`src/rtl/hrbp_pkg.sv`:
```
// shared types and codes for the http request byte parser
package hrbp_pkg;

    // result status codes
    localparam logic [1:0] ST_MORE = 2'd0;
    localparam logic [1:0] ST_FAIL = 2'd1;
    localparam logic [1:0] ST_DONE = 2'd2;

    // byte class codes
    localparam logic [2:0] CLS_NONE   = 3'd0;
    localparam logic [2:0] CLS_METHOD = 3'd1;
    localparam logic [2:0] CLS_URI    = 3'd2;
    localparam logic [2:0] CLS_PNAME  = 3'd3;
    localparam logic [2:0] CLS_PVALUE = 3'd4;
    localparam logic [2:0] CLS_HNAME  = 3'd5;
    localparam logic [2:0] CLS_HVALUE = 3'd6;

    // ascii characters the parser looks for
    localparam logic [7:0] CH_TAB    = 8'h09;
    localparam logic [7:0] CH_LF     = 8'h0a;
    localparam logic [7:0] CH_CR     = 8'h0d;
    localparam logic [7:0] CH_SPACE  = 8'h20;
    localparam logic [7:0] CH_DQUOTE = 8'h22;
    localparam logic [7:0] CH_AMP    = 8'h26;
    localparam logic [7:0] CH_LPAREN = 8'h28;
    localparam logic [7:0] CH_RPAREN = 8'h29;
    localparam logic [7:0] CH_PLUS   = 8'h2b;
    localparam logic [7:0] CH_COMMA  = 8'h2c;
    localparam logic [7:0] CH_MINUS  = 8'h2d;
    localparam logic [7:0] CH_DOT    = 8'h2e;
    localparam logic [7:0] CH_SLASH  = 8'h2f;
    localparam logic [7:0] CH_ZERO   = 8'h30;
    localparam logic [7:0] CH_NINE   = 8'h39;
    localparam logic [7:0] CH_COLON  = 8'h3a;
    localparam logic [7:0] CH_SEMI   = 8'h3b;
    localparam logic [7:0] CH_LT     = 8'h3c;
    localparam logic [7:0] CH_EQUAL  = 8'h3d;
    localparam logic [7:0] CH_GT     = 8'h3e;
    localparam logic [7:0] CH_QUEST  = 8'h3f;
    localparam logic [7:0] CH_AT     = 8'h40;
    localparam logic [7:0] CH_UP_A   = 8'h41;
    localparam logic [7:0] CH_UP_H   = 8'h48;
    localparam logic [7:0] CH_UP_P   = 8'h50;
    localparam logic [7:0] CH_UP_T   = 8'h54;
    localparam logic [7:0] CH_UP_Z   = 8'h5a;
    localparam logic [7:0] CH_LBRACK = 8'h5b;
    localparam logic [7:0] CH_BSLASH = 8'h5c;
    localparam logic [7:0] CH_RBRACK = 8'h5d;
    localparam logic [7:0] CH_LO_A   = 8'h61;
    localparam logic [7:0] CH_LO_Z   = 8'h7a;
    localparam logic [7:0] CH_LBRACE = 8'h7b;
    localparam logic [7:0] CH_RBRACE = 8'h7d;
    localparam logic [7:0] CH_DEL    = 8'h7f;

    // one classified word as it waits between front and back
    typedef struct packed {
        logic       op;
        logic [7:0] data_byte;
        logic       is_cntrl;
        logic       is_space;
        logic       is_digit;
        logic       is_alpha;
        logic       is_special;
    } item_t;

endpackage

```
`src/rtl/hrbp_if.sv`:
```
// valid/ready channel interfaces for request bytes and parse results
interface hrbp_req_if;
    logic       valid;
    logic       ready;
    logic       op;
    logic [7:0] data_byte;

    modport source (output valid, output op, output data_byte, input ready);
    modport sink (input valid, input op, input data_byte, output ready);
endinterface

interface hrbp_rsp_if;
    logic       valid;
    logic       ready;
    logic [1:0] status;
    logic [2:0] byte_class;
    logic       token_end;
    logic [7:0] major_version;
    logic [7:0] minor_version;

    modport source (
        output valid, output status, output byte_class, output token_end,
        output major_version, output minor_version, input ready
    );
    modport sink (
        input valid, input status, input byte_class, input token_end,
        input major_version, input minor_version, output ready
    );
endinterface

```
`src/rtl/http_request_byte_parser.sv`:
```
// top level of the http request byte parser
//
// req carries one word per request byte (op = 0) or a restart command
// (op = 1). rsp returns exactly one result word for each request word, in
// order: status (need more, fail, complete), byte class, token end flag and
// the major/minor version numbers accumulated so far.
//
// a word accepted on req is classified and written into a small queue in
// the same cycle; the parser state machine takes it from the queue and its
// result appears on rsp in a register. throughput is one word per cycle
// while rsp is not stalled.
//
// when rsp is stalled the result register holds, the parser stops taking
// words and the queue fills; req.ready drops once QUEUE_DEPTH words wait.
// reset (rst_n low) empties the queue and result register and puts the
// parser at the start of the method with both versions at zero.
module http_request_byte_parser #(
    parameter int QUEUE_DEPTH = 2
) (
    input  logic        clk,
    input  logic        rst_n,
    hrbp_req_if.sink    req,
    hrbp_rsp_if.source  rsp
);

    logic            push_valid;
    logic            push_ready;
    hrbp_pkg::item_t push_item;
    logic            pop_valid;
    logic            pop;
    hrbp_pkg::item_t pop_item;

    hrbp_front u_front (
        .req        (req),
        .push_valid (push_valid),
        .push_ready (push_ready),
        .push_item  (push_item)
    );

    hrbp_queue #(
        .DEPTH (QUEUE_DEPTH)
    ) u_queue (
        .clk        (clk),
        .rst_n      (rst_n),
        .push_valid (push_valid),
        .push_ready (push_ready),
        .push_item  (push_item),
        .pop_valid  (pop_valid),
        .pop        (pop),
        .pop_item   (pop_item)
    );

    hrbp_back u_back (
        .clk        (clk),
        .rst_n      (rst_n),
        .item_valid (pop_valid),
        .item_pop   (pop),
        .item       (pop_item),
        .rsp        (rsp)
    );

endmodule

```
`src/rtl/hrbp_front.sv`:
```
// front end: takes request words and tags each byte with its character classes
module hrbp_front (
    hrbp_req_if.sink        req,
    output logic            push_valid,
    input  logic            push_ready,
    output hrbp_pkg::item_t push_item
);

    logic [7:0] c;

    assign c          = req.data_byte;
    assign req.ready  = push_ready;
    assign push_valid = req.valid;

    always_comb
    begin
        push_item.op        = req.op;
        push_item.data_byte = c;
        push_item.is_cntrl  = (c < hrbp_pkg::CH_SPACE) || (c == hrbp_pkg::CH_DEL);
        push_item.is_space  = (c == hrbp_pkg::CH_SPACE)
                              || ((c >= hrbp_pkg::CH_TAB) && (c <= hrbp_pkg::CH_CR));
        push_item.is_digit  = (c >= hrbp_pkg::CH_ZERO) && (c <= hrbp_pkg::CH_NINE);
        push_item.is_alpha  = ((c >= hrbp_pkg::CH_LO_A) && (c <= hrbp_pkg::CH_LO_Z))
                              || ((c >= hrbp_pkg::CH_UP_A) && (c <= hrbp_pkg::CH_UP_Z));
        push_item.is_special = (c == hrbp_pkg::CH_LPAREN) || (c == hrbp_pkg::CH_RPAREN)
                              || (c == hrbp_pkg::CH_LT) || (c == hrbp_pkg::CH_GT)
                              || (c == hrbp_pkg::CH_AT) || (c == hrbp_pkg::CH_COMMA)
                              || (c == hrbp_pkg::CH_SEMI) || (c == hrbp_pkg::CH_COLON)
                              || (c == hrbp_pkg::CH_BSLASH) || (c == hrbp_pkg::CH_DQUOTE)
                              || (c == hrbp_pkg::CH_SLASH) || (c == hrbp_pkg::CH_LBRACK)
                              || (c == hrbp_pkg::CH_RBRACK) || (c == hrbp_pkg::CH_QUEST)
                              || (c == hrbp_pkg::CH_EQUAL) || (c == hrbp_pkg::CH_LBRACE)
                              || (c == hrbp_pkg::CH_RBRACE) || (c == hrbp_pkg::CH_SPACE)
                              || (c == hrbp_pkg::CH_TAB);
    end

endmodule

```
`src/rtl/hrbp_queue.sv`:
```
// small register queue between the classifier and the parser state machine
module hrbp_queue #(
    parameter int DEPTH = 2
) (
    input  logic            clk,
    input  logic            rst_n,
    input  logic            push_valid,
    output logic            push_ready,
    input  hrbp_pkg::item_t push_item,
    output logic            pop_valid,
    input  logic            pop,
    output hrbp_pkg::item_t pop_item
);

    localparam int AW = (DEPTH > 1) ? $clog2(DEPTH) : 1;
    localparam int CW = $clog2(DEPTH + 1);

    hrbp_pkg::item_t entries_reg [DEPTH];
    logic [AW-1:0]   wr_ptr_reg, wr_ptr_next;
    logic [AW-1:0]   rd_ptr_reg, rd_ptr_next;
    logic [CW-1:0]   count_reg, count_next;
    logic            do_push;
    logic            do_pop;

    assign push_ready = (count_reg != CW'(DEPTH));
    assign pop_valid  = (count_reg != '0);
    assign pop_item   = entries_reg[rd_ptr_reg];
    assign do_push    = push_valid && push_ready;
    assign do_pop     = pop && pop_valid;

    always_comb
    begin
        wr_ptr_next = wr_ptr_reg;
        rd_ptr_next = rd_ptr_reg;
        count_next  = count_reg;
        if (do_push)
        begin
            wr_ptr_next = (wr_ptr_reg == AW'(DEPTH - 1)) ? '0 : wr_ptr_reg + 1'b1;
        end
        if (do_pop)
        begin
            rd_ptr_next = (rd_ptr_reg == AW'(DEPTH - 1)) ? '0 : rd_ptr_reg + 1'b1;
        end
        if (do_push && !do_pop)
        begin
            count_next = count_reg + 1'b1;
        end
        else if (do_pop && !do_push)
        begin
            count_next = count_reg - 1'b1;
        end
    end

    always_ff @(posedge clk or negedge rst_n)
    begin
        if (!rst_n)
        begin
            wr_ptr_reg <= '0;
            rd_ptr_reg <= '0;
            count_reg  <= '0;
        end
        else
        begin
            wr_ptr_reg <= wr_ptr_next;
            rd_ptr_reg <= rd_ptr_next;
            count_reg  <= count_next;
        end
    end

    always_ff @(posedge clk)
    begin
        if (do_push)
        begin
            entries_reg[wr_ptr_reg] <= push_item;
        end
    end

endmodule

```
`src/rtl/hrbp_back.sv`:
```
// back end: request parser state machine and registered result word
module hrbp_back (
    input  logic            clk,
    input  logic            rst_n,
    input  logic            item_valid,
    output logic            item_pop,
    input  hrbp_pkg::item_t item,
    hrbp_rsp_if.source      rsp
);

    typedef enum logic [4:0] {
        PH_METHOD_BEGIN, PH_METHOD, PH_SPACE_BEFORE_URI, PH_SCHEME,
        PH_SCHEME_SLASH, PH_SCHEME_SLASH2, PH_HOST_BEGIN, PH_HOST,
        PH_HOST_END, PH_HOST_IP, PH_PORT, PH_AFTER_SLASH,
        PH_URI, PH_PARAM_NAME, PH_PARAM_VALUE, PH_VER_H,
        PH_VER_T1, PH_VER_T2, PH_VER_P, PH_VER_SLASH,
        PH_MAJOR_BEGIN, PH_MAJOR, PH_MINOR_BEGIN, PH_MINOR,
        PH_NL1, PH_LINE_BEGIN, PH_LWS, PH_HNAME,
        PH_SPACE_BEFORE_HV, PH_HVALUE, PH_NL2, PH_NL3
    } phase_t;

    phase_t     phase_reg, phase_next;
    logic [7:0] major_reg, major_next;
    logic [7:0] minor_reg, minor_next;
    logic       seen_reg, seen_next;
    logic       out_valid_reg, out_valid_next;
    logic [1:0] status_reg, status_next;
    logic [2:0] class_reg, class_next;
    logic       end_reg, end_next;
    logic [7:0] out_major_reg, out_major_next;
    logic [7:0] out_minor_reg, out_minor_next;

    // step results before the fail / restart override
    phase_t     np;
    logic [1:0] st;
    logic [2:0] cls;
    logic       te;
    logic [7:0] maj;
    logic [7:0] mnr;
    logic       hs;

    logic [7:0] c;
    logic       alnum;
    logic       host_char;
    logic       blank;

    function automatic logic [7:0] add_digit(input logic [7:0] v, input logic [7:0] ch);
        logic [11:0] r;
        r = ({4'd0, v} * 12'd10) + {8'd0, ch[3:0]};
        return (r > 12'd255) ? 8'hff : r[7:0];
    endfunction

    assign c         = item.data_byte;
    assign alnum     = item.is_alpha || item.is_digit;
    assign host_char = alnum || (c == hrbp_pkg::CH_DOT) || (c == hrbp_pkg::CH_MINUS);
    assign blank     = (c == hrbp_pkg::CH_SPACE) || (c == hrbp_pkg::CH_TAB);

    assign item_pop = item_valid && (!out_valid_reg || rsp.ready);

    always_comb
    begin
        np  = phase_reg;
        st  = hrbp_pkg::ST_MORE;
        cls = hrbp_pkg::CLS_NONE;
        te  = 1'b0;
        maj = major_reg;
        mnr = minor_reg;
        hs  = seen_reg;
        unique case (phase_reg)
            PH_METHOD_BEGIN:
            begin
                if (item.is_cntrl || item.is_special) st = hrbp_pkg::ST_FAIL;
                else
                begin
                    np  = PH_METHOD;
                    cls = hrbp_pkg::CLS_METHOD;
                end
            end
            PH_METHOD:
            begin
                if (item.is_space)
                begin
                    np = PH_SPACE_BEFORE_URI;
                    te = 1'b1;
                end
                else if (item.is_cntrl || item.is_special) st = hrbp_pkg::ST_FAIL;
                else cls = hrbp_pkg::CLS_METHOD;
            end
            PH_SPACE_BEFORE_URI, PH_SCHEME:
            begin
                // space-before-uri drops into the scheme test for other bytes
                if ((phase_reg == PH_SPACE_BEFORE_URI) && item.is_space)
                begin
                end
                else if ((phase_reg == PH_SPACE_BEFORE_URI) && (c == hrbp_pkg::CH_SLASH))
                begin
                    np  = PH_AFTER_SLASH;
                    cls = hrbp_pkg::CLS_URI;
                end
                else if ((phase_reg == PH_SPACE_BEFORE_URI) && item.is_alpha)
                begin
                    np  = PH_SCHEME;
                    cls = hrbp_pkg::CLS_URI;
                end
                else if (alnum || (c == hrbp_pkg::CH_PLUS) || (c == hrbp_pkg::CH_MINUS)
                         || (c == hrbp_pkg::CH_DOT))
                begin
                    cls = hrbp_pkg::CLS_URI;
                end
                else if (c == hrbp_pkg::CH_COLON)
                begin
                    np  = PH_SCHEME_SLASH;
                    cls = hrbp_pkg::CLS_URI;
                end
                else st = hrbp_pkg::ST_FAIL;
            end
            PH_SCHEME_SLASH:
            begin
                if (c == hrbp_pkg::CH_SLASH)
                begin
                    np  = PH_SCHEME_SLASH2;
                    cls = hrbp_pkg::CLS_URI;
                end
                else st = hrbp_pkg::ST_FAIL;
            end
            PH_SCHEME_SLASH2:
            begin
                if (c == hrbp_pkg::CH_SLASH)
                begin
                    np  = PH_HOST_BEGIN;
                    cls = hrbp_pkg::CLS_URI;
                end
                else st = hrbp_pkg::ST_FAIL;
            end
            PH_HOST_BEGIN, PH_HOST, PH_HOST_END:
            begin
                // host begin falls into host, host falls into host end
                if ((phase_reg != PH_HOST_END) && host_char)
                begin
                    if (phase_reg == PH_HOST_BEGIN) np = PH_HOST;
                    cls = hrbp_pkg::CLS_URI;
                end
                else if (c == hrbp_pkg::CH_COLON)
                begin
                    np  = PH_PORT;
                    cls = hrbp_pkg::CLS_URI;
                end
                else if (c == hrbp_pkg::CH_SLASH)
                begin
                    np  = PH_AFTER_SLASH;
                    cls = hrbp_pkg::CLS_URI;
                end
                else if (c == hrbp_pkg::CH_QUEST)
                begin
                    np = PH_PARAM_NAME;
                    te = 1'b1;
                end
                else st = hrbp_pkg::ST_FAIL;
            end
            PH_HOST_IP:
            begin
                if (alnum || (c == hrbp_pkg::CH_COLON) || (c == hrbp_pkg::CH_DOT))
                begin
                    cls = hrbp_pkg::CLS_URI;
                end
                else if (c == hrbp_pkg::CH_RBRACK)
                begin
                    np  = PH_HOST_END;
                    cls = hrbp_pkg::CLS_URI;
                end
                else st = hrbp_pkg::ST_FAIL;
            end
            PH_PORT:
            begin
                if (item.is_digit) cls = hrbp_pkg::CLS_URI;
                else if (c == hrbp_pkg::CH_SLASH)
                begin
                    np  = PH_AFTER_SLASH;
                    cls = hrbp_pkg::CLS_URI;
                end
                else if (c == hrbp_pkg::CH_QUEST)
                begin
                    np = PH_PARAM_NAME;
                    te = 1'b1;
                end
                else st = hrbp_pkg::ST_FAIL;
            end
            PH_AFTER_SLASH, PH_URI:
            begin
                if (item.is_space)
                begin
                    np = PH_VER_H;
                    te = 1'b1;
                end
                else if (item.is_cntrl) st = hrbp_pkg::ST_FAIL;
                else if (c == hrbp_pkg::CH_QUEST)
                begin
                    np = PH_PARAM_NAME;
                    te = 1'b1;
                end
                else cls = hrbp_pkg::CLS_URI;
            end
            PH_PARAM_NAME:
            begin
                if (c == hrbp_pkg::CH_AMP) te = 1'b1;
                else if (item.is_space)
                begin
                    np = PH_VER_H;
                    te = 1'b1;
                end
                else if (c == hrbp_pkg::CH_EQUAL)
                begin
                    np = PH_PARAM_VALUE;
                    te = 1'b1;
                end
                else cls = hrbp_pkg::CLS_PNAME;
            end
            PH_PARAM_VALUE:
            begin
                if (c == hrbp_pkg::CH_AMP)
                begin
                    np = PH_PARAM_NAME;
                    te = 1'b1;
                end
                else if (c == hrbp_pkg::CH_SPACE)
                begin
                    np = PH_VER_H;
                    te = 1'b1;
                end
                else cls = hrbp_pkg::CLS_PVALUE;
            end
            PH_VER_H:
            begin
                if (c == hrbp_pkg::CH_UP_H) np = PH_VER_T1;
                else st = hrbp_pkg::ST_FAIL;
            end
            PH_VER_T1:
            begin
                if (c == hrbp_pkg::CH_UP_T) np = PH_VER_T2;
                else st = hrbp_pkg::ST_FAIL;
            end
            PH_VER_T2:
            begin
                if (c == hrbp_pkg::CH_UP_T) np = PH_VER_P;
                else st = hrbp_pkg::ST_FAIL;
            end
            PH_VER_P:
            begin
                if (c == hrbp_pkg::CH_UP_P) np = PH_VER_SLASH;
                else st = hrbp_pkg::ST_FAIL;
            end
            PH_VER_SLASH:
            begin
                if (c == hrbp_pkg::CH_SLASH) np = PH_MAJOR_BEGIN;
                else st = hrbp_pkg::ST_FAIL;
            end
            PH_MAJOR_BEGIN:
            begin
                if (item.is_digit)
                begin
                    maj = add_digit(major_reg, c);
                    np  = PH_MAJOR;
                end
                else st = hrbp_pkg::ST_FAIL;
            end
            PH_MAJOR:
            begin
                if (c == hrbp_pkg::CH_DOT) np = PH_MINOR_BEGIN;
                else if (item.is_digit) maj = add_digit(major_reg, c);
                else st = hrbp_pkg::ST_FAIL;
            end
            PH_MINOR_BEGIN:
            begin
                if (item.is_digit)
                begin
                    mnr = add_digit(minor_reg, c);
                    np  = PH_MINOR;
                end
                else st = hrbp_pkg::ST_FAIL;
            end
            PH_MINOR:
            begin
                if (c == hrbp_pkg::CH_CR) np = PH_NL1;
                else if (item.is_digit) mnr = add_digit(minor_reg, c);
                else st = hrbp_pkg::ST_FAIL;
            end
            PH_NL1:
            begin
                if (c == hrbp_pkg::CH_LF) np = PH_LINE_BEGIN;
                else st = hrbp_pkg::ST_FAIL;
            end
            PH_LINE_BEGIN:
            begin
                if (c == hrbp_pkg::CH_CR) np = PH_NL3;
                else if (seen_reg && blank) np = PH_LWS;
                else if (item.is_cntrl || item.is_special) st = hrbp_pkg::ST_FAIL;
                else
                begin
                    np  = PH_HNAME;
                    cls = hrbp_pkg::CLS_HNAME;
                end
            end
            PH_LWS:
            begin
                if (c == hrbp_pkg::CH_CR)
                begin
                    np = PH_NL2;
                    te = 1'b1;
                end
                else if (blank)
                begin
                end
                else if (item.is_cntrl) st = hrbp_pkg::ST_FAIL;
                else
                begin
                    np  = PH_HVALUE;
                    cls = hrbp_pkg::CLS_HVALUE;
                    hs  = 1'b1;
                end
            end
            PH_HNAME:
            begin
                if (c == hrbp_pkg::CH_COLON)
                begin
                    np = PH_SPACE_BEFORE_HV;
                    te = 1'b1;
                end
                else if (item.is_cntrl || item.is_special) st = hrbp_pkg::ST_FAIL;
                else cls = hrbp_pkg::CLS_HNAME;
            end
            PH_SPACE_BEFORE_HV:
            begin
                if (c == hrbp_pkg::CH_SPACE) np = PH_HVALUE;
                else st = hrbp_pkg::ST_FAIL;
            end
            PH_HVALUE:
            begin
                if (c == hrbp_pkg::CH_CR)
                begin
                    np = PH_NL2;
                    te = 1'b1;
                end
                else if (item.is_cntrl) st = hrbp_pkg::ST_FAIL;
                else
                begin
                    cls = hrbp_pkg::CLS_HVALUE;
                    hs  = 1'b1;
                end
            end
            PH_NL2:
            begin
                if (c == hrbp_pkg::CH_LF) np = PH_LINE_BEGIN;
                else st = hrbp_pkg::ST_FAIL;
            end
            PH_NL3:
            begin
                st = (c == hrbp_pkg::CH_LF) ? hrbp_pkg::ST_DONE : hrbp_pkg::ST_FAIL;
            end
            default:
            begin
                st = hrbp_pkg::ST_FAIL;
            end
        endcase
    end

    always_comb
    begin
        phase_next     = phase_reg;
        major_next     = major_reg;
        minor_next     = minor_reg;
        seen_next      = seen_reg;
        status_next    = status_reg;
        class_next     = class_reg;
        end_next       = end_reg;
        out_major_next = out_major_reg;
        out_minor_next = out_minor_reg;
        out_valid_next = out_valid_reg && !rsp.ready;
        if (item_pop)
        begin
            out_valid_next = 1'b1;
            if (item.op)
            begin
                phase_next     = PH_METHOD_BEGIN;
                major_next     = '0;
                minor_next     = '0;
                seen_next      = 1'b0;
                status_next    = hrbp_pkg::ST_MORE;
                class_next     = hrbp_pkg::CLS_NONE;
                end_next       = 1'b0;
                out_major_next = '0;
                out_minor_next = '0;
            end
            else if (st == hrbp_pkg::ST_FAIL)
            begin
                // a failing byte leaves the parse state alone
                status_next    = hrbp_pkg::ST_FAIL;
                class_next     = hrbp_pkg::CLS_NONE;
                end_next       = 1'b0;
                out_major_next = major_reg;
                out_minor_next = minor_reg;
            end
            else
            begin
                phase_next     = np;
                major_next     = maj;
                minor_next     = mnr;
                seen_next      = hs;
                status_next    = st;
                class_next     = cls;
                end_next       = te;
                out_major_next = maj;
                out_minor_next = mnr;
            end
        end
    end

    always_ff @(posedge clk or negedge rst_n)
    begin
        if (!rst_n)
        begin
            phase_reg     <= PH_METHOD_BEGIN;
            major_reg     <= '0;
            minor_reg     <= '0;
            seen_reg      <= 1'b0;
            out_valid_reg <= 1'b0;
            status_reg    <= hrbp_pkg::ST_MORE;
            class_reg     <= hrbp_pkg::CLS_NONE;
            end_reg       <= 1'b0;
            out_major_reg <= '0;
            out_minor_reg <= '0;
        end
        else
        begin
            phase_reg     <= phase_next;
            major_reg     <= major_next;
            minor_reg     <= minor_next;
            seen_reg      <= seen_next;
            out_valid_reg <= out_valid_next;
            status_reg    <= status_next;
            class_reg     <= class_next;
            end_reg       <= end_next;
            out_major_reg <= out_major_next;
            out_minor_reg <= out_minor_next;
        end
    end

    assign rsp.valid         = out_valid_reg;
    assign rsp.status        = status_reg;
    assign rsp.byte_class    = class_reg;
    assign rsp.token_end     = end_reg;
    assign rsp.major_version = out_major_reg;
    assign rsp.minor_version = out_minor_reg;

endmodule

```
`src/flat_wrapper.sv`:
```
// flat-port wrapper written by rule: the top's interface ports become plain ports
module http_request_byte_parser_flat 
#(
    parameter int QUEUE_DEPTH = 2
)
  (clk, rst_n, req_valid, req_op, req_data_byte, req_ready, rsp_valid, rsp_status, rsp_byte_class, rsp_token_end, rsp_major_version, rsp_minor_version, rsp_ready);
  hrbp_req_if req_i ();
  hrbp_rsp_if rsp_i ();
  input  logic clk;
  input  logic rst_n;
  input wire logic [$bits(req_i.valid)-1:0] req_valid;
  input wire logic [$bits(req_i.op)-1:0] req_op;
  input wire logic [$bits(req_i.data_byte)-1:0] req_data_byte;
  output wire logic [$bits(req_i.ready)-1:0] req_ready;
  output wire logic [$bits(rsp_i.valid)-1:0] rsp_valid;
  output wire logic [$bits(rsp_i.status)-1:0] rsp_status;
  output wire logic [$bits(rsp_i.byte_class)-1:0] rsp_byte_class;
  output wire logic [$bits(rsp_i.token_end)-1:0] rsp_token_end;
  output wire logic [$bits(rsp_i.major_version)-1:0] rsp_major_version;
  output wire logic [$bits(rsp_i.minor_version)-1:0] rsp_minor_version;
  input wire logic [$bits(rsp_i.ready)-1:0] rsp_ready;
  assign req_i.valid = req_valid;
  assign req_i.op = req_op;
  assign req_i.data_byte = req_data_byte;
  assign req_ready = req_i.ready;
  assign rsp_valid = rsp_i.valid;
  assign rsp_status = rsp_i.status;
  assign rsp_byte_class = rsp_i.byte_class;
  assign rsp_token_end = rsp_i.token_end;
  assign rsp_major_version = rsp_i.major_version;
  assign rsp_minor_version = rsp_i.minor_version;
  assign rsp_i.ready = rsp_ready;
  http_request_byte_parser #(.QUEUE_DEPTH(QUEUE_DEPTH)) u_core (.clk(clk), .rst_n(rst_n), .req(req_i), .rsp(rsp_i));
endmodule
```
`config.mk`:
```
export PLATFORM = sky130hd
export DESIGN_NAME = http_request_byte_parser_flat
export DESIGN_NICKNAME = d
export VERILOG_FILES = /design/src/rtl/hrbp_pkg.sv /design/src/rtl/hrbp_if.sv /design/src/rtl/http_request_byte_parser.sv /design/src/rtl/hrbp_front.sv /design/src/rtl/hrbp_queue.sv /design/src/rtl/hrbp_back.sv /design/src/flat_wrapper.sv
export SDC_FILE = /design/constraint.sdc
export NUM_CORES = 1
export LEC_CHECK = 0
export BUFFER_PORTS_ARGS = -buffer_cell sky130_fd_sc_hd__buf_2
export CORE_ASPECT_RATIO = 0.75
export CORE_MARGIN = 2
export CORE_UTILIZATION = 57
export CTS_BUF_LIST = sky130_fd_sc_hd__clkbuf_16
export CTS_CLUSTER_SIZE = 30
export DETAILED_ROUTE_END_ITERATION = 6
export GPL_TIMING_DRIVEN = 0
export PLACE_DENSITY = 0.8
export SKIP_CTS_REPAIR_TIMING = 1
export SYNTH_ARGS = -nofsm -noshare
export SYNTH_HDL_FRONTEND = slang
export SYNTH_SLANG_ARGS = --single-unit
```
`constraint.sdc`:
```
create_clock -name clk -period 5.46 [get_ports clk]
set_clock_uncertainty 0.15 [all_clocks]
set_input_delay 0.546 -clock clk [delete_from_list [all_inputs] [get_ports clk]]
set_output_delay 0.546 -clock clk [all_outputs]
set_load 0.1 [all_outputs]
```
# ---- Word level (Yosys, flattened, before mapping)
# Memory sizes are Yosys's and may differ from the RTL's.
# Cells that the tools add are included.
dict set report classes {
  eq_ne 107
  muxes 157
  n_reduce_logical 71
  n_mul 2
  order_cmp 11
  addsub 6
}
# op n
set op_table {}
lappend op_table {{5-bit 2-to-1 mux} 45}
lappend op_table {{8-bit by 6-bit == test with 1-bit output, second input constant} 21}
lappend op_table {{5-bit case mux with 26 select lines} 1}
lappend op_table {{8-bit by 7-bit == test with 1-bit output, second input constant} 11}
lappend op_table {{5-bit == test, second input constant} 16}
lappend op_table {{8-bit 2-to-1 mux} 10}
lappend op_table {{3-bit by 2-bit != test with 1-bit output, second input constant} 26}
lappend op_table {{2-bit 2-to-1 mux} 31}
lappend op_table {{1-bit 2-to-1 mux} 52}
lappend op_table {{2-bit case mux with 21 select lines} 1}
lappend op_table {{3-bit case mux with 14 select lines} 1}
lappend op_table {{5-bit by 4-bit == test with 1-bit output, second input constant} 8}
lappend op_table {{3-bit 2-to-1 mux} 12}
lappend op_table {{34-bit AND reduction} 1}
lappend op_table {{8-bit by 4-bit == test with 1-bit output, second input constant} 4}
lappend op_table {{1-bit logical OR} 32}
lappend op_table {{8-bit case mux with 2 select lines} 2}
lappend op_table {{27-bit nonzero test} 1}
lappend op_table {{12-bit by 4-bit adder with 12-bit output} 2}
lappend op_table {{12-bit by 8-bit > comparator with 1-bit output, second input constant} 2}
lappend op_table {{4-bit by 3-bit != test with 1-bit output, second input constant} 6}
lappend op_table {{8-bit by 3-bit multiplier with 11-bit output, second input constant} 2}
lappend op_table {{5-bit by 3-bit == test with 1-bit output, second input constant} 4}
lappend op_table {{5-bit by 4-bit != test with 1-bit output, second input constant} 4}
lappend op_table {{other kinds (27)} 59}
dict set report word_totals {
  n_memories 1
  word_cells 366
  reg_bits 33
  inputBits 13
  ram_bits 28
  output_inout_bits 24
}
# memory depth width rd rd_clocked_by_memory_dff wr line_no
set memory_table {}
lappend memory_table {u_core.u_queue.entries_reg 2 14 1 0 1 hrbp_queue.sv:18} ;# hrbp_pkg::item_t entries_reg [DEPTH];

# ---- Logic depth before layout (Yosys ltp)
# Gate-level depths: netlist (run 1).
dict set report depth {
  ltp_word 19
  ltp_mapped 15
  mapped_depth_nobuf 12
}

# ---- Hierarchy
# Synthesis (run 1) repeated with hierarchy kept, for this count alone.
dict set report unflattened {
  hier_cells 588
  area_unflattened_um2 5358.9
}
# module cells_each seq_area_each_um2 area_per_inst_um2 instances
set by_module_without_submodules {}
lappend by_module_without_submodules {hrbp_back 469 725.7 3684.8 1}
lappend by_module_without_submodules {hrbp_queue 62 940.9 1270.0 1}
lappend by_module_without_submodules {hrbp_front 57 0.0 404.1 1}

# ---- Least setup slack after synthesis (run 1)
# Ideal clock, no wire load.
dict set report synth_timing {
  path_kind {reg2reg}
  from {register u_core.u_queue.rd_ptr_reg}
  to {register u_core.u_back.out_major_reg[0] (netlist: u_core.u_back.rsp.major_version[0])}
  setup_slack_ns 1.676
  stages_incl_launch_ff 15
  arrival_time_ns 3.512
  synth_period_minus_slack_ns 3.784
  setup_ns 0.122
  cell_sequence {dfrtp_1 buf_2 buf_2 buf_2 clkbuf_1 mux2_2 ha_1 fa_1 and2_1 o2111ai_1 o21ai_0 o22ai_1 nand4_1 a211o_1 a22o_1}
}
dict set report synth_between {
  elab_chain_cells 13
  word_cells_on_any_way 76
}
# item line_no
set synth_rtl {}
lappend synth_rtl {{start: declaration} hrbp_queue.sv:20} ;# logic [AW-1:0] rd_ptr_reg, rd_ptr_next;
lappend synth_rtl {{start signal: assignment} hrbp_queue.sv:65} ;# rd_ptr_reg <= rd_ptr_next;
lappend synth_rtl {{memory 2 x 14 bit *} --}
lappend synth_rtl {{parallel branches: the longest is 12 deep, another holds 12-bit by 4-bit adder with 12-bit output} --}
lappend synth_rtl {{end signal: assignment} hrbp_back.sv:442} ;# out_major_reg <= out_major_next;
lappend synth_rtl {{end: declaration} hrbp_back.sv:30} ;# logic [7:0] out_major_reg, out_major_next;
# Mark *: on every way between the ends. The select of a mux whose other input is x is not followed.
# A chain may end at the register's enable or synchronous reset.

# ---- Worst setup path after layout (run 1)
# Ends and elaborated chain as after synthesis.

==> run summary, run 1 <==
Final worst slack: 0.822 ns
Flop pwr share: 0.257
Most common cell after layout, fill and taps aside: nand2_1
Final Instance Area: 5710 µm²
CORE AREA: 8600 µm²
Max FFs per register: 28
Psw: 1.30 mW
Relative slew slack: 0.160
DRC violation count after routing: 0
DIE HEIGHT: 86.1 µm
Post-synth top area share: 0.164
Most frequent cells in the layout: 66 x nand2_1, 50 x o21ai_0, 42 x nor2_1, 39 x buf_2, 39 x a21oi_1
Mapped Area: 5120 µm²
Total gr overflow: 0
Longest Clk Path Bufs: 2
First-pass GRT wire length: 25.6 mm
Synthesized instance count: 603
Max-slew violation count: 0
TNS Setup: 0 ns
Comb power frac: 0.548
CP arrival: 4.71 ns
Inst Count DP: 747
Sequential area share after synthesis: 0.325
Status: finished, final reports clean
Via count: 5,228
Global placement routability congestion: 1.07
Synth Net Count: 651
Initial DRT Pass Iterations: 6
DRT antenna net count: 0
Syn_area_per_cell: 8.49 µm²
CTS H-tree depth: 3
Worst-Margin Slew: 1.26 ns
Final setup fails: 0
Initial Utilization: 0.596
CTS tree: done
Largest net degree at the start of global routing: 34
Hold Path Class: input port to asynchronous set/reset pin
Detailed Route WL: 15.8 mm
Static Leak: 2.46 nW
Hold_ws: 0.113 ns
CP Capture Type: flop
Nets: 698
Area of the die: 9770 µm²
Worst setup path startpoint: u_core.u_queue.rd_ptr_reg$_DFFE_PN0P_
Fin cells: 763
Root buffer cell: clkbuf_16
Worst r2r src: u_core.u_queue.rd_ptr_reg$_DFFE_PN0P_
Die W: 113 µm
Largest area contributor in the synthesized netlist: edfxtp_1
Min Clock Period, post-route: 4.64 ns
Max frequency: 216 MHz
Initial antenna violation count: 0
All-layer global routing usage: 0.337
Internal cell power: 1.37 mW
Tcrit/Tclk final: 0.849
Area Growth Syn to Fin: 11.6%
Pwr dens: 467 nW/µm²
Drt via density: 6.85
Worst slack, placed: 0.995 ns
Reg clk slew, reported paths: 0.05 ns
# diodes: 0
Synth Register Bits: 61
CTS buffer count: 9
Number of synthesized flops with an enable pin: 28
Max-Cap Viols: 0
Clock power frac: 0.195
Synth warnings: 0
Max FO, Critical Path: 10
Post-DP HPWL: 11.9 mm
Number of port buffers: 36
Iter 0 DRT Violations: 721
Drt wl/cell: 20.8 µm
Setup CP Type: flop to flop
Synth area leaders: edfxtp_1 16%, dfrtp_1 16%, ha_1 7.6%, o21ai_0 4.9%, nand2_1 4.8%
Top_reg_cell synth: dfrtp_1
Startpoint types: flop
Synth unique cells: 64
Ports: 37
Clk Latency, worst-skew pair: 0.33 ns
VDD IR-drop max: 238 µV
Vias in the first global route: 4,976
RSZ-0062 raised after global routing: no
Hold Vio Cnt, Final: 0
Crit path required time: 5.53 ns
Sw Share: 0.488
Share of layout cells above drive strength 1: 0.105
Sinks on Clock Net: 61
Row count: 29
Synth async-reset ratio: 0.541
Area post-placement: 5440 µm²
area by class of cell:
class | count | area (µm²)
inverters | 5 | 18.8
clock buffers | 10 | 250
plain buffers | 30 | 116
flip-flops and latches | 61 | 1670
well taps | 108 | 135
fillers | 730 | 2890
clock inverters | 6 | 26.3
repair buffers | 36 | 180
multi-input cells | 507 | 3320
final timing paths:
path                            cells past startpoint                                        endpoint  slack, ns
worst max register to register                     14  u_core.u_back.rsp.major_version[0]$_DFFE_PN0P_       0.82
worst max-delay path                               14  u_core.u_back.rsp.major_version[0]$_DFFE_PN0P_       0.82
max in group asynchronous                           1           u_core.u_queue.wr_ptr_reg$_DFFE_PN0P_       4.57
min in group clk                                    1      u_core.u_queue.entries_reg[0][7]$_DFFE_PP_       0.28
worst min-delay path                                1  u_core.u_back.rsp.major_version[7]$_DFFE_PN0P_       0.11
worst min register to register                      2         u_core.u_back.rsp.token_end$_DFFE_PN0P_       0.32
synthesized netlist by cell type (12+ instances only):
cell type   n
o21ai_0    50
ha_1       31
a21oi_1    39
dfrtp_1    33
edfxtp_1   28
nand2_1    66
clkbuf_1   24
nor2b_1    21
nor3_1     21
nand2b_1   18
xnor2_1    16
nand3_1    16
nor2_1     42
nor3b_1    12
power by group through the flow:
| stage | registers [mW] | logic [mW] | clock network (mW) |
|---|---|---|---|
| after floorplan | 0.850 | 0.890 | 0 |
| after global placement | 0.681 | 1.39 | 0 |
| after detailed placement | 0.687 | 1.41 | 0 |
| after CTS | 0.681 | 1.42 | 0.530 |
| after global routing | 0.695 | 1.57 | 0.553 |
| final | 0.685 | 1.46 | 0.522 |
through the flow:
stage,utilization,power [mW]
after CTS,0.664,2.63
after floorplan,-,1.74
after detailed placement,0.632,2.09
after global routing,0.664,2.82
after global placement,0.632,2.07
final,0.664,2.67
critical path: stages (launching register included):
cell	delay (ns)
dfrtp_1	0.41
buf_2	0.24
buf_2	0.24
buf_2	0.29
clkbuf_1	0.55
mux2_2	0.45
ha_1	0.23
fa_1	0.40
and2_1	0.20
o2111ai_1	0.26
o21ai_0	0.13
o22ai_1	0.15
nand4_1	0.29
a211o_1	0.33
a22o_1	0.20
cell families after synthesis:
family | Yosys count | synth area share
AND/OR/NAND/NOR | 253 | 0.260
AO/OA/AOI/OAI | 186 | 0.236
flip-flops | 61 | 0.325
buffers and inverters | 35 | 0.0264
adder cells (fa/ha/maj) | 35 | 0.0914
XOR/XNOR | 20 | 0.0342
multiplexers | 13 | 0.0269
per-layer routing:
metal	up-vias	part of all wire	global-route usage	wire, µm
met3	41	0.11	0.0968	1780
met4	0	0.020	0.0998	318
met5	-	0	0	0
met2	335	0.44	0.537	7030
li1	2384	-	-	-
met1	2468	0.42	0.449	6720
(Power assumes the default switching activity.)
==> inputs of run 2 (changes only) <==
Settings changed: CORE_UTILIZATION 57 to 56, PLACE_DENSITY 0.8 to 0.82.
Clock period 5.46 ns to 3.88 ns, I/O delays scaled along.
==> run 2 against run 1 <==
Net effect: the run now ends with design-rule violations, negative hold slack left; hold slack worse by 0.15 ns; register-to-register slack worse by 0.81 ns; maximum frequency is 20% higher; final cell count is 1.2% higher; global-route usage is 0.80 points lower; worst setup slack worse by 0.81 ns; sequential cell count stayed put.
==> run summary, run 2 (same netlist as run 1, synthesis figures left out) <==
Area Growth Syn to Fin: 14.5%
Failing checks: design-rule violations, negative hold slack
Reg clk slew, reported paths: 0.06 ns
CP peak stage delay: 0.53 ns
CP arrival: 3.99 ns
DRT antenna net count: 0
CTS H-tree depth: 3
DRC violation count after routing: 16
Psw: 1.89 mW
Max frequency: 258 MHz
VDD IR-drop max: 399 µV
Row count: 30
# diodes: 0
Initial DRT Pass Iterations: 7
Via count: 5,397
Max FFs per register: 28
Met1 Use GR: 0.449
Crit path required time: 4.00 ns
Startpoint types: flop
Inst Count DP: 751
Largest net degree at the start of global routing: 34
Internal cell power: 2.02 mW
Met2 Resource Use GR: 0.503
Vias in the first global route: 4,931
Flop pwr share: 0.249
Die W: 114 µm
DIE HEIGHT: 86.8 µm
CTS buffer count: 9
Most frequent cells in the layout: 66 x nand2_1, 47 x o21ai_0, 42 x nor2_1, 39 x a21oi_1, 36 x buf_2
Worst-Margin Slew: 1.24 ns
R2R depth: 10
Worst r2r src: u_core.u_queue.rd_ptr_reg$_DFFE_PN0P_
First-pass GRT wire length: 25.3 mm
Drt via density: 6.99
Relative slew slack: 0.168
R2r endpoint: u_core.u_back.phase_reg[4]$_DFFE_PN0P_
Root buffer cell: clkbuf_16
Clk Latency, worst-skew pair: 0.33 ns
Crit-path cells: or3_4 > a222oi_1 > buf_4 > nand2_4 > o2bb2ai_1 > or4_1 > a2111o_1 > or3_4 > or4_1 > nand3_1
Sinks on Clock Net: 61
Share of layout cells above drive strength 1: 0.133
M3 GR Usage: 0.0951
Iter 0 DRT Violations: 902
Initial Utilization: 0.571
Number of port buffers: 36
CP Capture Type: flop
Total gr overflow: 0
Sw Share: 0.483
Global placement routability congestion: 1.05
R2R Setup Slk: 0.009 ns
Max-Cap Viols: 0
Initial antenna violation count: 0
Fin cells: 772
Tcrit/Tclk final: 0.998
Hold Vio Cnt, Final: 33
Area of the die: 9930 µm²
Status: finished with violations
Final setup fails: 0
Max FO, Critical Path: 6
Hold_ws: -0.0353 ns
Max-slew violation count: 0
Top Usage Layer GRT: met2
TNS Setup: 0 ns
Nets: 703
Static Leak: 2.52 nW
Clock power frac: 0.203
Pwr dens: 666 nW/µm²
All-layer global routing usage: 0.329
Longest Clk Path Bufs: 2
Comb power frac: 0.548
Min Clock Period, post-route: 3.87 ns
CP max-delay cell: or4_1
Detailed Route WL: 16.0 mm
CORE AREA: 8970 µm²
Setup CP Type: flop to flop
Drt wl/cell: 20.8 µm
Most common cell after layout, fill and taps aside: nand2_1
Hold Path Class: input port to asynchronous set/reset pin
CTS tree: done
Ports: 37
Post-DP HPWL: 12.0 mm
[run 2: metal layers]
metal  part of all wire  vias to the layer above
met1               0.41                     2564
met5                  0                        -
met2               0.44                      371
met3               0.12                       70
li1                   -                     2392
met4              0.031                        0
[run 2: metrics by stage]
step	util	total power, mW	setup WS (ns)	instance area, µm²
after floorplan	-	2.45	0.0958	5120
after global routing	0.653	4.10	-0.106	5860
after CTS	0.640	3.76	-0.632	5740
final	0.653	3.90	0.00949	5860
after global placement	0.607	2.90	-0.481	5440
after detailed placement	0.607	2.96	-0.583	5440
[run 2: power groups by stage]
stage	logic (mW)	registers, mW	clock network, mW
after floorplan	1.25	1.20	0
after global placement	1.94	0.959	0
after detailed placement	1.99	0.973	0
after CTS	1.99	0.964	0.803
after global routing	2.29	0.986	0.828
final	2.14	0.971	0.792
[run 2: how the worst max path moves through the flow]
stage	start	endpoint	cells past startpoint
floorplan	u_core.u_queue.rd_ptr_reg$_DFFE_PN0P_	u_core.u_back.rsp.major_version[0]$_DFFE_PN0P_	14
global placement	u_core.u_queue.rd_ptr_reg$_DFFE_PN0P_	u_core.u_back.rsp.major_version[0]$_DFFE_PN0P_	14
detailed placement	u_core.u_queue.rd_ptr_reg$_DFFE_PN0P_	u_core.u_back.rsp.minor_version[5]$_DFFE_PN0P_	13
CTS	u_core.u_queue.rd_ptr_reg$_DFFE_PN0P_	u_core.u_back.rsp.major_version[0]$_DFFE_PN0P_	14
global route	u_core.u_queue.rd_ptr_reg$_DFFE_PN0P_	u_core.u_back.phase_reg[4]$_DFFE_PN0P_	10
finish	u_core.u_queue.rd_ptr_reg$_DFFE_PN0P_	u_core.u_back.phase_reg[4]$_DFFE_PN0P_	10
[run 2: final cells by class]
type	count	area, µm²
buffer	30	145
clock buffer	9	225
clock inverter	7	73.8
fill	770	3110
inverter	5	18.8
multi-input combinational	507	3370
sequential	61	1670
tap	112	140
timing repair buffer	41	218
[run 2: critical path: cells and delay by family, from the launching register on]
| family | cells | cell delay (ns) |
|---|---|---|
| simple gates | 6 | 2.05 |
| compound gates | 3 | 0.94 |
| buf+inv | 1 | 0.22 |
| flops | 1 | 0.45 |
